### src/rtl/core/oast_pkg.sv
// package: shared types, constants and hash helpers for the symbol table
`default_nettype none
package oast_pkg;
  localparam int unsigned TableDepth = 64;
  localparam int unsigned KeyBytes   = 8;
  localparam int unsigned SlotW      = $clog2(TableDepth);
  localparam int unsigned SizeW      = 7;
  localparam int unsigned KeyW       = 8 * KeyBytes;
  localparam int unsigned LenW       = 4;
  localparam int unsigned ValW       = 32;
  localparam int unsigned CntW       = 6;
  localparam int unsigned EntryW     = KeyW + LenW + ValW;
  localparam logic [SizeW-1:0] SizeReset = 7'd51;

  typedef enum logic [1:0] {
    CmdInstall  = 2'd0,
    CmdAssign   = 2'd1,
    CmdRetrieve = 2'd2,
    CmdNone     = 2'd3
  } cmd_e;

  typedef enum logic [1:0] {
    StOk       = 2'd0,
    StNotFound = 2'd1,
    StFull     = 2'd2
  } status_e;

  typedef enum logic [2:0] {
    BeIdle, BeHome, BeRead, BeCheck, BeStep, BeOut
  } be_state_e;

  // classified request passed from front to back
  typedef struct packed {
    cmd_e                    cmd;
    logic [KeyW-1:0]         key;
    logic [LenW-1:0]         len;
    logic [ValW-1:0]         value;
    logic [7:0]              hash;
  } req_t;

  typedef struct packed {
    status_e                 status;
    logic [SlotW-1:0]        slot;
    logic [ValW-1:0]         value_out;
    logic [CntW-1:0]         probe_count;
  } rsp_t;

  function automatic logic [KeyW-1:0] key_mask(input logic [LenW-1:0] len);
    logic [KeyW-1:0] m;
    m = '0;
    for (int i = 0; i < KeyBytes; i++) begin
      if (32'(i) < 32'(len)) m[8*i +: 8] = 8'hff;
    end
    return m;
  endfunction

  // raw 8-bit hash before the size reduction
  function automatic logic [7:0] raw_hash(input logic [KeyW-1:0] key,
                                          input logic [LenW-1:0] len);
    logic [11:0] h;
    h = 12'(key[3:0]) + 12'(key[15:8]) * 12'd15 + 12'(len) * 12'd16;
    return h[7:0];
  endfunction
endpackage
`default_nettype wire

### src/rtl/core/oast_if.sv
// interfaces: item channels with valid/ready handshake
`default_nettype none
interface oast_req_if;
  logic                         valid;
  logic                         ready;
  logic [1:0]                   command;
  logic [oast_pkg::KeyW-1:0]    key;
  logic [oast_pkg::LenW-1:0]    key_length;
  logic signed [oast_pkg::ValW-1:0] value;
  modport source (output valid, command, key, key_length, value, input ready);
  modport sink   (input valid, command, key, key_length, value, output ready);
endinterface

`default_nettype wire

### src/rtl/core/oast_front.sv
// front end: masks the name, computes the raw hash, two-entry request queue
`default_nettype none
module oast_front (
  input  wire logic          clk_i,
  input  wire logic          rst_ni,
  oast_req_if.sink           req,
  output logic               q_valid_o,
  input  wire logic          q_pop_i,
  output oast_pkg::req_t     q_head_o
);
  oast_pkg::req_t        ent_q [2];
  logic                  rd_q, wr_q;
  logic [1:0]            cnt_q;
  oast_pkg::req_t        in_r;
  logic [oast_pkg::LenW-1:0] len_c;
  logic [oast_pkg::KeyW-1:0] key_c;
  logic                  push;

  always_comb begin
    len_c = (req.key_length > oast_pkg::LenW'(oast_pkg::KeyBytes)) ?
            oast_pkg::LenW'(oast_pkg::KeyBytes) : req.key_length;
    key_c = req.key & oast_pkg::key_mask(len_c);
    in_r.cmd   = oast_pkg::cmd_e'(req.command);
    in_r.key   = key_c;
    in_r.len   = len_c;
    in_r.value = req.value;
    in_r.hash  = oast_pkg::raw_hash(key_c, len_c);
  end

  assign req.ready = (cnt_q != 2'd2);
  assign push      = req.valid && req.ready;
  assign q_valid_o = (cnt_q != 2'd0);
  assign q_head_o  = ent_q[rd_q];

  always_ff @(posedge clk_i) begin
    if (push) ent_q[wr_q] <= in_r;
  end

  always_ff @(posedge clk_i or negedge rst_ni) begin
    if (!rst_ni) begin
      rd_q <= 1'b0; wr_q <= 1'b0; cnt_q <= 2'd0;
    end else begin
      if (push) wr_q <= ~wr_q;
      if (q_pop_i) rd_q <= ~rd_q;
      cnt_q <= cnt_q + 2'(push) - 2'(q_pop_i);
    end
  end
endmodule
`default_nettype wire

### src/flat_wrapper.sv
// flat-port wrapper written by rule: the top's interface ports become plain ports
module oast_front_flat 
  (clk_i, rst_ni, q_valid_o, q_pop_i, q_head_o, req_valid, req_command, req_key, req_key_length, req_value, req_ready);
  oast_req_if req_i ();
  input  wire logic clk_i;
  input  wire logic rst_ni;
  output logic q_valid_o;
  input  wire logic q_pop_i;
  output oast_pkg::req_t q_head_o;
  input wire logic [$bits(req_i.valid)-1:0] req_valid;
  input wire logic [$bits(req_i.command)-1:0] req_command;
  input wire logic [$bits(req_i.key)-1:0] req_key;
  input wire logic [$bits(req_i.key_length)-1:0] req_key_length;
  input wire logic [$bits(req_i.value)-1:0] req_value;
  output wire logic [$bits(req_i.ready)-1:0] req_ready;
  assign req_i.valid = req_valid;
  assign req_i.command = req_command;
  assign req_i.key = req_key;
  assign req_i.key_length = req_key_length;
  assign req_i.value = req_value;
  assign req_ready = req_i.ready;
  oast_front u_core (.clk_i(clk_i), .rst_ni(rst_ni), .req(req_i), .q_valid_o(q_valid_o), .q_pop_i(q_pop_i), .q_head_o(q_head_o));
endmodule
### config.mk
export PLATFORM = sky130hd
export DESIGN_NAME = oast_front_flat
export DESIGN_NICKNAME = d
export VERILOG_FILES = /design/src/rtl/core/oast_pkg.sv /design/src/rtl/core/oast_if.sv /design/src/rtl/core/oast_front.sv /design/src/flat_wrapper.sv
export SDC_FILE = /design/constraint.sdc
export NUM_CORES = 1
export LEC_CHECK = 0
export BUFFER_PORTS_ARGS = -buffer_cell sky130_fd_sc_hd__buf_2
export CAP_MARGIN = 20
export CORE_AREA = 3 3 133 135
export CTS_BUF_LIST = sky130_fd_sc_hd__clkbuf_4
export CTS_CLUSTER_DIAMETER = 200
export CTS_CLUSTER_SIZE = 20
export DETAILED_ROUTE_END_ITERATION = 16
export DIE_AREA = 0 0 136 138
export PLACE_DENSITY = 0.88
export SYNTH_ARGS = -nofsm -noshare
export SYNTH_HDL_FRONTEND = slang
export SYNTH_SLANG_ARGS = --single-unit
### constraint.sdc
create_clock -name clk_i -period 7.5 [get_ports clk_i]
set_input_delay 2.25 -clock clk_i [delete_from_list [all_inputs] [get_ports clk_i]]
set_output_delay 2.25 -clock clk_i [all_outputs]
set_load 0.01 [all_outputs]
==> results of run 1 <==
==> per-layer routing <==
metal	vias up	part of all wire [%]
met5	-	0
met4	0	3.1
met3	43	8.1
met2	233	51
met1	2501	38
li1	2359	-
==> metrics by stage <==
stage	hold slack, ps	instances	cell area, sq um	total power (uW)
2_1_floorplan	459	519	9290	2770
3_3_place_gp	479	944	10600	3180
3_5_place_dp	520	944	10600	3250
4_1_cts	546	965	10800	3710
5_1_grt	559	965	10800	3880
6_report	542	965	10800	3670
==> cells in the mapped netlist <==
cell type and count:
mux2_2 110, or2_1 1, clkbuf_1 5, xor2_1 4, mux2i_1 1, and2_1 21
a211oi_2 1, o21ai_1 1, a21boi_0 1, o311ai_1 1, buf_2 10, xnor3_1 1
nor2b_1 41, ha_1 12, inv_1 23, a21o_1 2, nand2_1 5, o31ai_1 1
and3_1 2, buf_4 1, o21ai_0 1, edfxtp_1 220, or3_1 1, nor2_2 2
dfrtp_1 4, nand2b_1 2, xnor2_1 9, a2111o_1 1, or2_2 1, nor2_1 10
o21a_1 2, nor3_1 1, a21oi_1 4, a21oi_2 1, inv_2 3, fa_1 12
nor3_2 1
==> path summary, 6_finish.rpt <==
kind,from,end,slack [ps],cells past startpoint
min in group asynchronous,rst_ni,u_core.rd_q,1420,1
hold / removal,u_core.cnt_q[1],u_core.cnt_q[1],540,1
hold reg to reg,u_core.cnt_q[1],u_core.cnt_q[1],540,1
setup reg to reg,u_core.cnt_q[1],u_core.ent_q[1][108],5150,3
setup / recovery,req_key_length[3],u_core.ent_q[0][7],1700,14
max in group asynchronous,rst_ni,u_core.rd_q,5950,1
==> registers in the layout, summed over array words and instances, names as in the netlist <==
name,flops
u_core.ent_q,220
u_core.cnt_q,2
u_core.rd_q,1
u_core.wr_q,1
==> logic make-up after synthesis <==
| group | count (synthesis) | share of synthesized area, % |
|---|---|---|
| buffers and inverters | 42 | 1.87 |
| and+or+nand+nor | 88 | 5.55 |
| DFF | 224 | 72.2 |
| AOI/OAI and AO/OA | 16 | 1.25 |
| adders and majority gates | 24 | 4.20 |
| muxes | 111 | 13.4 |
| xor gates and xnor gates | 14 | 1.47 |
==> power by group through the flow <==
stage / sequential (uW) / clock, uW / combinational, uW
floorplan: 1860 / 0 / 908
global placement: 1900 / 0 / 1290
detailed placement: 1920 / 0 / 1330
CTS: 1890 / 489 / 1340
global route: 1920 / 530 / 1430
finish: 1880 / 469 / 1320
==> layout make-up <==
type / instances / share of cell area (%)
inverter: 26 / 0.905
clock inverter: 1 / 0.151
tap: 220 / 2.55
multi-input combinational: 253 / 22.4
clock buffer: 20 / 1.39
timing repair buffer: 221 / 10.3
sequential: 224 / 62.2
==> key figures, run 1 <==
Finish
  • Antenna cells: 0
  • Most frequent cells in the layout: 220 x edfxtp_1, 217 x buf_2, 110 x mux2_2
  • Area of the multi-input gates: 2420 sq um
  • Synth-to-Final Area Change: 16.1%
  • Post-layout util: 65.0%
  • FILL cells: 1222
  • Fraction of layout instances using a drive strength above 1: 48.9%
  • FF+latch area: 6710 sq um
  • Commonest non-fill, non-tap cell in the layout: edfxtp_1
  • NumNets Final: 871

Die
  • # rows: 47
  • Die W: 136 um
  • Core ar.: 16600 sq um
  • Die height: 138 um
  • Starting Density: 56.0%
  • Die footprint: 18800 sq um
  • I/O Pins: 218

Global routing
  • GRT Residual Overflow: 0
  • Initial antenna violation count: 0
  • Met3 Use GR: 4.47%
  • GRT Util Overall: 18.2%
  • Vias in the first global route: 5577
  • GRT busiest layer: met2
  • First-pass GRT wire length: 27400 um
  • Largest net degree at the start of global routing: 63
  • Met1 usage: 21.6%
  • Met2 Use GR: 32.5%

Placed design
  • PortBufs: 217
  • Dpl ws: 1130 ps
  • Detail Placement HPWL: 12500 um
  • GPL Wtd Cong: 0.876

Clock network
  • Root buffer cell: clkbuf_4
  • Clock transition at the registers of the reported paths: 180 ps
  • Clock sinks: 224
  • Clock Latency Late Sink: 600 ps
  • Setup bufs post-CTS: 0
  • CTS tree: built
  • CTS buffer count: 15
  • CTS Hold Bufs: 0
  • H-tree levels: 1
  • Clk buf depth: 3
  • PostCTS Resize Cnt: 0

Drt
  • Drc violations: 0
  • 1st-iter DRT viols: 235
  • Drt pass-1 iters: 4
  • Routed WL: 17700 um
  • Vias: 5136
  • Routed WL per cell: 18.3 um
  • Post-route ant nets: 0
  • Vias per cell: 5.32

STA
  • Pins Over Slew Limit: 0
  • Final setup TNS: 0 ps
  • Fmax achieved: 172 MHz
  • Post-layout min period: 5800 ps
  • Slew @ Worst Pin: 884 ps
  • Final Hold Fails: 0
  • Final setup fails: 0
  • RSZ-0062 raised after global routing: false
  • Rel. slew slack: 41.1%
  • Setup Skew: 19.8 ps
  • Fin crit share: 77.3%
  • Final worst slack: 1700 ps

Power and ir drop
  • Net Sw Frac: 32.2%
  • Int Power: 2490 uW
  • Worst IR Drop VDD: 0.000199 V
  • Sequential power share: 51.3%
  • Clock group share of total power: 12.8%
  • PwrDens: 340 nW/um^2
  • Gate power share: 35.9%
  • Psw: 1180 uW
  • Leak pwr: 0.00417 uW

Worst setup path
  • Crit path cell chain: buf_2, or3_1, nand2_1, inv_2, ha_1, fa_1, inv_1, fa_1, inv_1, ha_1, nor2b_1, o31ai_1, a21oi_1, xnor3_1
  • CP bufs+invs: 4
  • Worst Path Class, Setup: input pin to flop
  • Slowest cell on the critical path: or3_1
  • Crit Path Max Fanout: 22
  • WP data required: 7830 ps
  • Setup crit end kind: flop
  • Top delay family on crit path: adder cells
  • Slowest stage delay, CP: 570 ps
  • WP data arrival: 6130 ps
  • CP Launch Type: input pin

Synthesis
  • Mean area per synthesized cell: 17.9 sq um
  • Synth top area share: 71.1%
  • Synth area leaders: edfxtp_1 71%, mux2_2 13%, nor2b_1 2.8%
  • Post-synth top area cell: edfxtp_1
  • Post-synthesis sequential area ratio: 72.2%
  • Synth Warn #: 0
  • Post-synthesis cell count: 519
  • Post-synthesis cell area: 9290 sq um
  • Flops & latches, synth: 224
  • Mapped Nets: 649
  • Yosys cell types: 37

Min path
  • Min-delay worst type: flop to flop

Outcome
  • Status: finished clean

Run
  • Max Cap Viol: 0
(Power assumes the default switching activity.)
==> run 2, diff against run 1 <==
--- a/config.mk
+++ b/config.mk
@@ -7,13 +7,13 @@
 export LEC_CHECK = 0
 export BUFFER_PORTS_ARGS = -buffer_cell sky130_fd_sc_hd__buf_2
 export CAP_MARGIN = 20
-export CORE_AREA = 3 3 133 135
+export CORE_AREA = 3 3 141 143
 export CTS_BUF_LIST = sky130_fd_sc_hd__clkbuf_4
 export CTS_CLUSTER_DIAMETER = 200
 export CTS_CLUSTER_SIZE = 20
 export DETAILED_ROUTE_END_ITERATION = 16
-export DIE_AREA = 0 0 136 138
-export PLACE_DENSITY = 0.88
+export DIE_AREA = 0 0 144 146
+export PLACE_DENSITY = 0.83
 export SYNTH_ARGS = -nofsm -noshare
 export SYNTH_HDL_FRONTEND = slang
 export SYNTH_SLANG_ARGS = --single-unit
==> constraint.sdc (replaced) <==
create_clock -name clk_i -period 4.9 [get_ports clk_i]
set_input_delay 1.47 -clock clk_i [delete_from_list [all_inputs] [get_ports clk_i]]
set_output_delay 1.47 -clock clk_i [all_outputs]
set_load 0.01 [all_outputs]
==> key figures, run 2 (synthesis results as in run 1) <==
Outcome
  • Status: finished clean (unchanged)

Power and ir drop
  • PwrDens: 515 nW/um^2 (was 340 nW/um^2)
  • Worst IR Drop VDD: 0.000263 V (was 0.000199 V)
  • Leak pwr: 0.00426 uW (was 0.00417 uW)

Finish
  • Synth-to-Final Area Change: 18.4% (was 16.1%)
  • Non-Filler Instances: 998 (was 965)
  • Fraction of layout instances using a drive strength above 1: 50.5% (was 48.9%)
  • Largest Register: u_core.ent_q (unchanged)
  • Most frequent cells in the layout: 220 x edfxtp_1, 217 x buf_2, 110 x mux2_2 (unchanged)
  • Largest regs: u_core.ent_q x220, u_core.cnt_q x2 (unchanged)
  • Post-layout util: 58.8% (was 65.0%)
  • NumNets Final: 890 (was 871)
  • Max reg flops: 220 (unchanged)
  • Commonest non-fill, non-tap cell in the layout: edfxtp_1 (unchanged)

STA
  • RSZ-0062 raised after global routing: false (unchanged)
  • Rel. slew slack: 47.6% (was 41.1%)
  • Fmax achieved: 224 MHz
  • Pins Over Slew Limit: 0 (unchanged)
  • Slew @ Worst Pin: 786 ps (was 884 ps)
  • Final setup TNS: 0 ps (unchanged)
  • Final Hold Fails: 0 (unchanged)
  • Final setup fails: 0 (unchanged)
  • Setup Skew: 48.1 ps (was 19.8 ps)
  • Fin crit share: 91.1%
  • Final worst slack: 438 ps (was 1700 ps)
  • Post-layout min period: 4460 ps
  • Worst-case hold slack: 513 ps (was 542 ps)

Placed design
  • Dpl cells: 977 (was 944)
  • GPL Wtd Cong: 0.829 (was 0.876)
  • Dpl ws: -142 ps (was 1130 ps)
  • PortBufs: 217 (unchanged)
  • Detail Placement HPWL: 12300 um (was 12500 um)

Clock network
  • Setup bufs post-CTS: 0 (unchanged)
  • Clock Latency Late Sink: 610 ps (was 600 ps)
  • Clk buf depth: 3 (unchanged)
  • CTS Hold Bufs: 0 (unchanged)
  • Clock sinks: 224 (unchanged)
  • CTS buffer count: 15 (unchanged)
  • PostCTS Resize Cnt: 0 (unchanged)
  • H-tree levels: 1 (unchanged)
  • Root buffer cell: clkbuf_4 (unchanged)
  • Clock transition at the registers of the reported paths: 190 ps (was 180 ps)
  • CTS tree: built (unchanged)

Worst setup path
  • R2R depth: 3 (unchanged)
  • Reg-to-reg critical path endpoint: u_core.ent_q[1][14] (was u_core.ent_q[1][108])
  • Crit Path Max Fanout: 6 (was 22)
  • WP data required: 5220 ps (was 7830 ps)
  • Critical R2R Launch: u_core.cnt_q[1] (unchanged)
  • Critical Path Source: req_key_length[3] (unchanged)
  • WP data arrival: 4780 ps (was 6130 ps)
  • CP Launch Type: input pin (unchanged)
  • Worst Path Class, Setup: input pin to flop (unchanged)
  • Setup crit end kind: flop (unchanged)
  • Setup slack, reg-to-reg: 2880 ps (was 5150 ps)

Die
  • I/O Pins: 218 (unchanged)
  • Core ar.: 18700 sq um (was 16600 sq um)
  • Die height: 146 um (was 138 um)
  • Starting Density: 49.7% (was 56.0%)
  • # rows: 50 (was 47)
  • Die W: 144 um (was 136 um)
  • Die footprint: 21000 sq um (was 18800 sq um)

Drt
  • Vias: 5103 (was 5136)
  • Routed WL: 17800 um (was 17700 um)
  • Routed WL per cell: 17.9 um (was 18.3 um)
  • 1st-iter DRT viols: 211 (was 235)
  • Drt pass-1 iters: 4 (unchanged)
  • Post-route ant nets: 0 (unchanged)
  • Vias per cell: 5.11 (was 5.32)
  • Drc violations: 0 (unchanged)

Min path
  • Hold Path Origin: u_core.cnt_q[1] (unchanged)
  • Min-delay worst type: flop to flop (unchanged)
  • Depth of the worst hold-timing path: 1 (unchanged)
  • Hold Path End: u_core.cnt_q[1] (unchanged)

Global routing
  • First-pass GRT wire length: 27400 um (about the same)
  • Vias in the first global route: 5292 (was 5577)
  • Largest net degree at the start of global routing: 111 (was 63)
  • GRT Residual Overflow: 0 (unchanged)
  • Initial antenna violation count: 2 (was 0)
  • GRT Util Overall: 16.4% (was 18.2%)

Run
  • Max Cap Viol: 0 (unchanged)
[run 2: changes by cell type in the layout (fill, tap and decap cells not counted)]
| cell | delta |
|---|---|
| buf_4 | +16 |
| nand2_1 | -1 |
| nand2_2 | +1 |
| inv_2 | +1 |
| inv_1 | -1 |
| ha_1 | -1 |
| diode_2 | +1 |
| ha_4 | +1 |
| clkbuf_4 | -1 |
| buf_12 | +3 |
[run 2: report_power, final]
part           switching (uW)  internal, uW  leakage [uW]
Sequential                165          2680       0.00211
Combinational            1110           990       0.00206
Clock                     530           187     0.0000947
Total                    1800          3860       0.00426
[run 2: how the worst max path moves through the flow]
stage,endpoint,cells after the start
after floorplan,u_core.ent_q[0][7],13
after global placement,u_core.ent_q[0][7],14
after detailed placement,u_core.ent_q[0][7],14
after CTS,u_core.ent_q[1][7],14
after global routing,u_core.ent_q[1][7],14
final,u_core.ent_q[1][7],14
[run 2: area by class of cell]
type                            instances  area (sq um)
Antenna cell                            1          2.50
Clock buffer                           19           143
Clock inverter                          1          16.3
Fill cell                            1418          7710
Inverter                               26          97.6
Multi-Input combinational cell        253          2430
Sequential cell                       224          6710
Tap cell                              234           293
Timing Repair Buffer                  240          1300
[run 2: metal layers]
metal / global-route usage [%] / wire, um / vias to the layer above
met2: 29.2 / 9140 / 163
li1: - / - / 2389
met3: 3.65 / 1200 / 35
met5: 0 / 13 / -
met4: 4.38 / 378 / 2
met1: 20.1 / 7110 / 2514
[run 2: worst max-delay path, cell delays in order]
cell and delay (ps):
buf_2 110, or3_1 460, nand2_2 140, inv_2 60, ha_4 240, fa_1 490
inv_1 50, fa_1 480, inv_1 50, ha_1 290, nor2b_1 150, o31ai_1 320
a21oi_1 110, xnor3_1 380
[run 2: through the flow]
stage	instance area, sq um	power (uW)
after detailed placement	10800	5030
final	11000	5660
after CTS	11000	5750
after global placement	10800	4970
after global routing	11000	6000
after floorplan	9310	4230
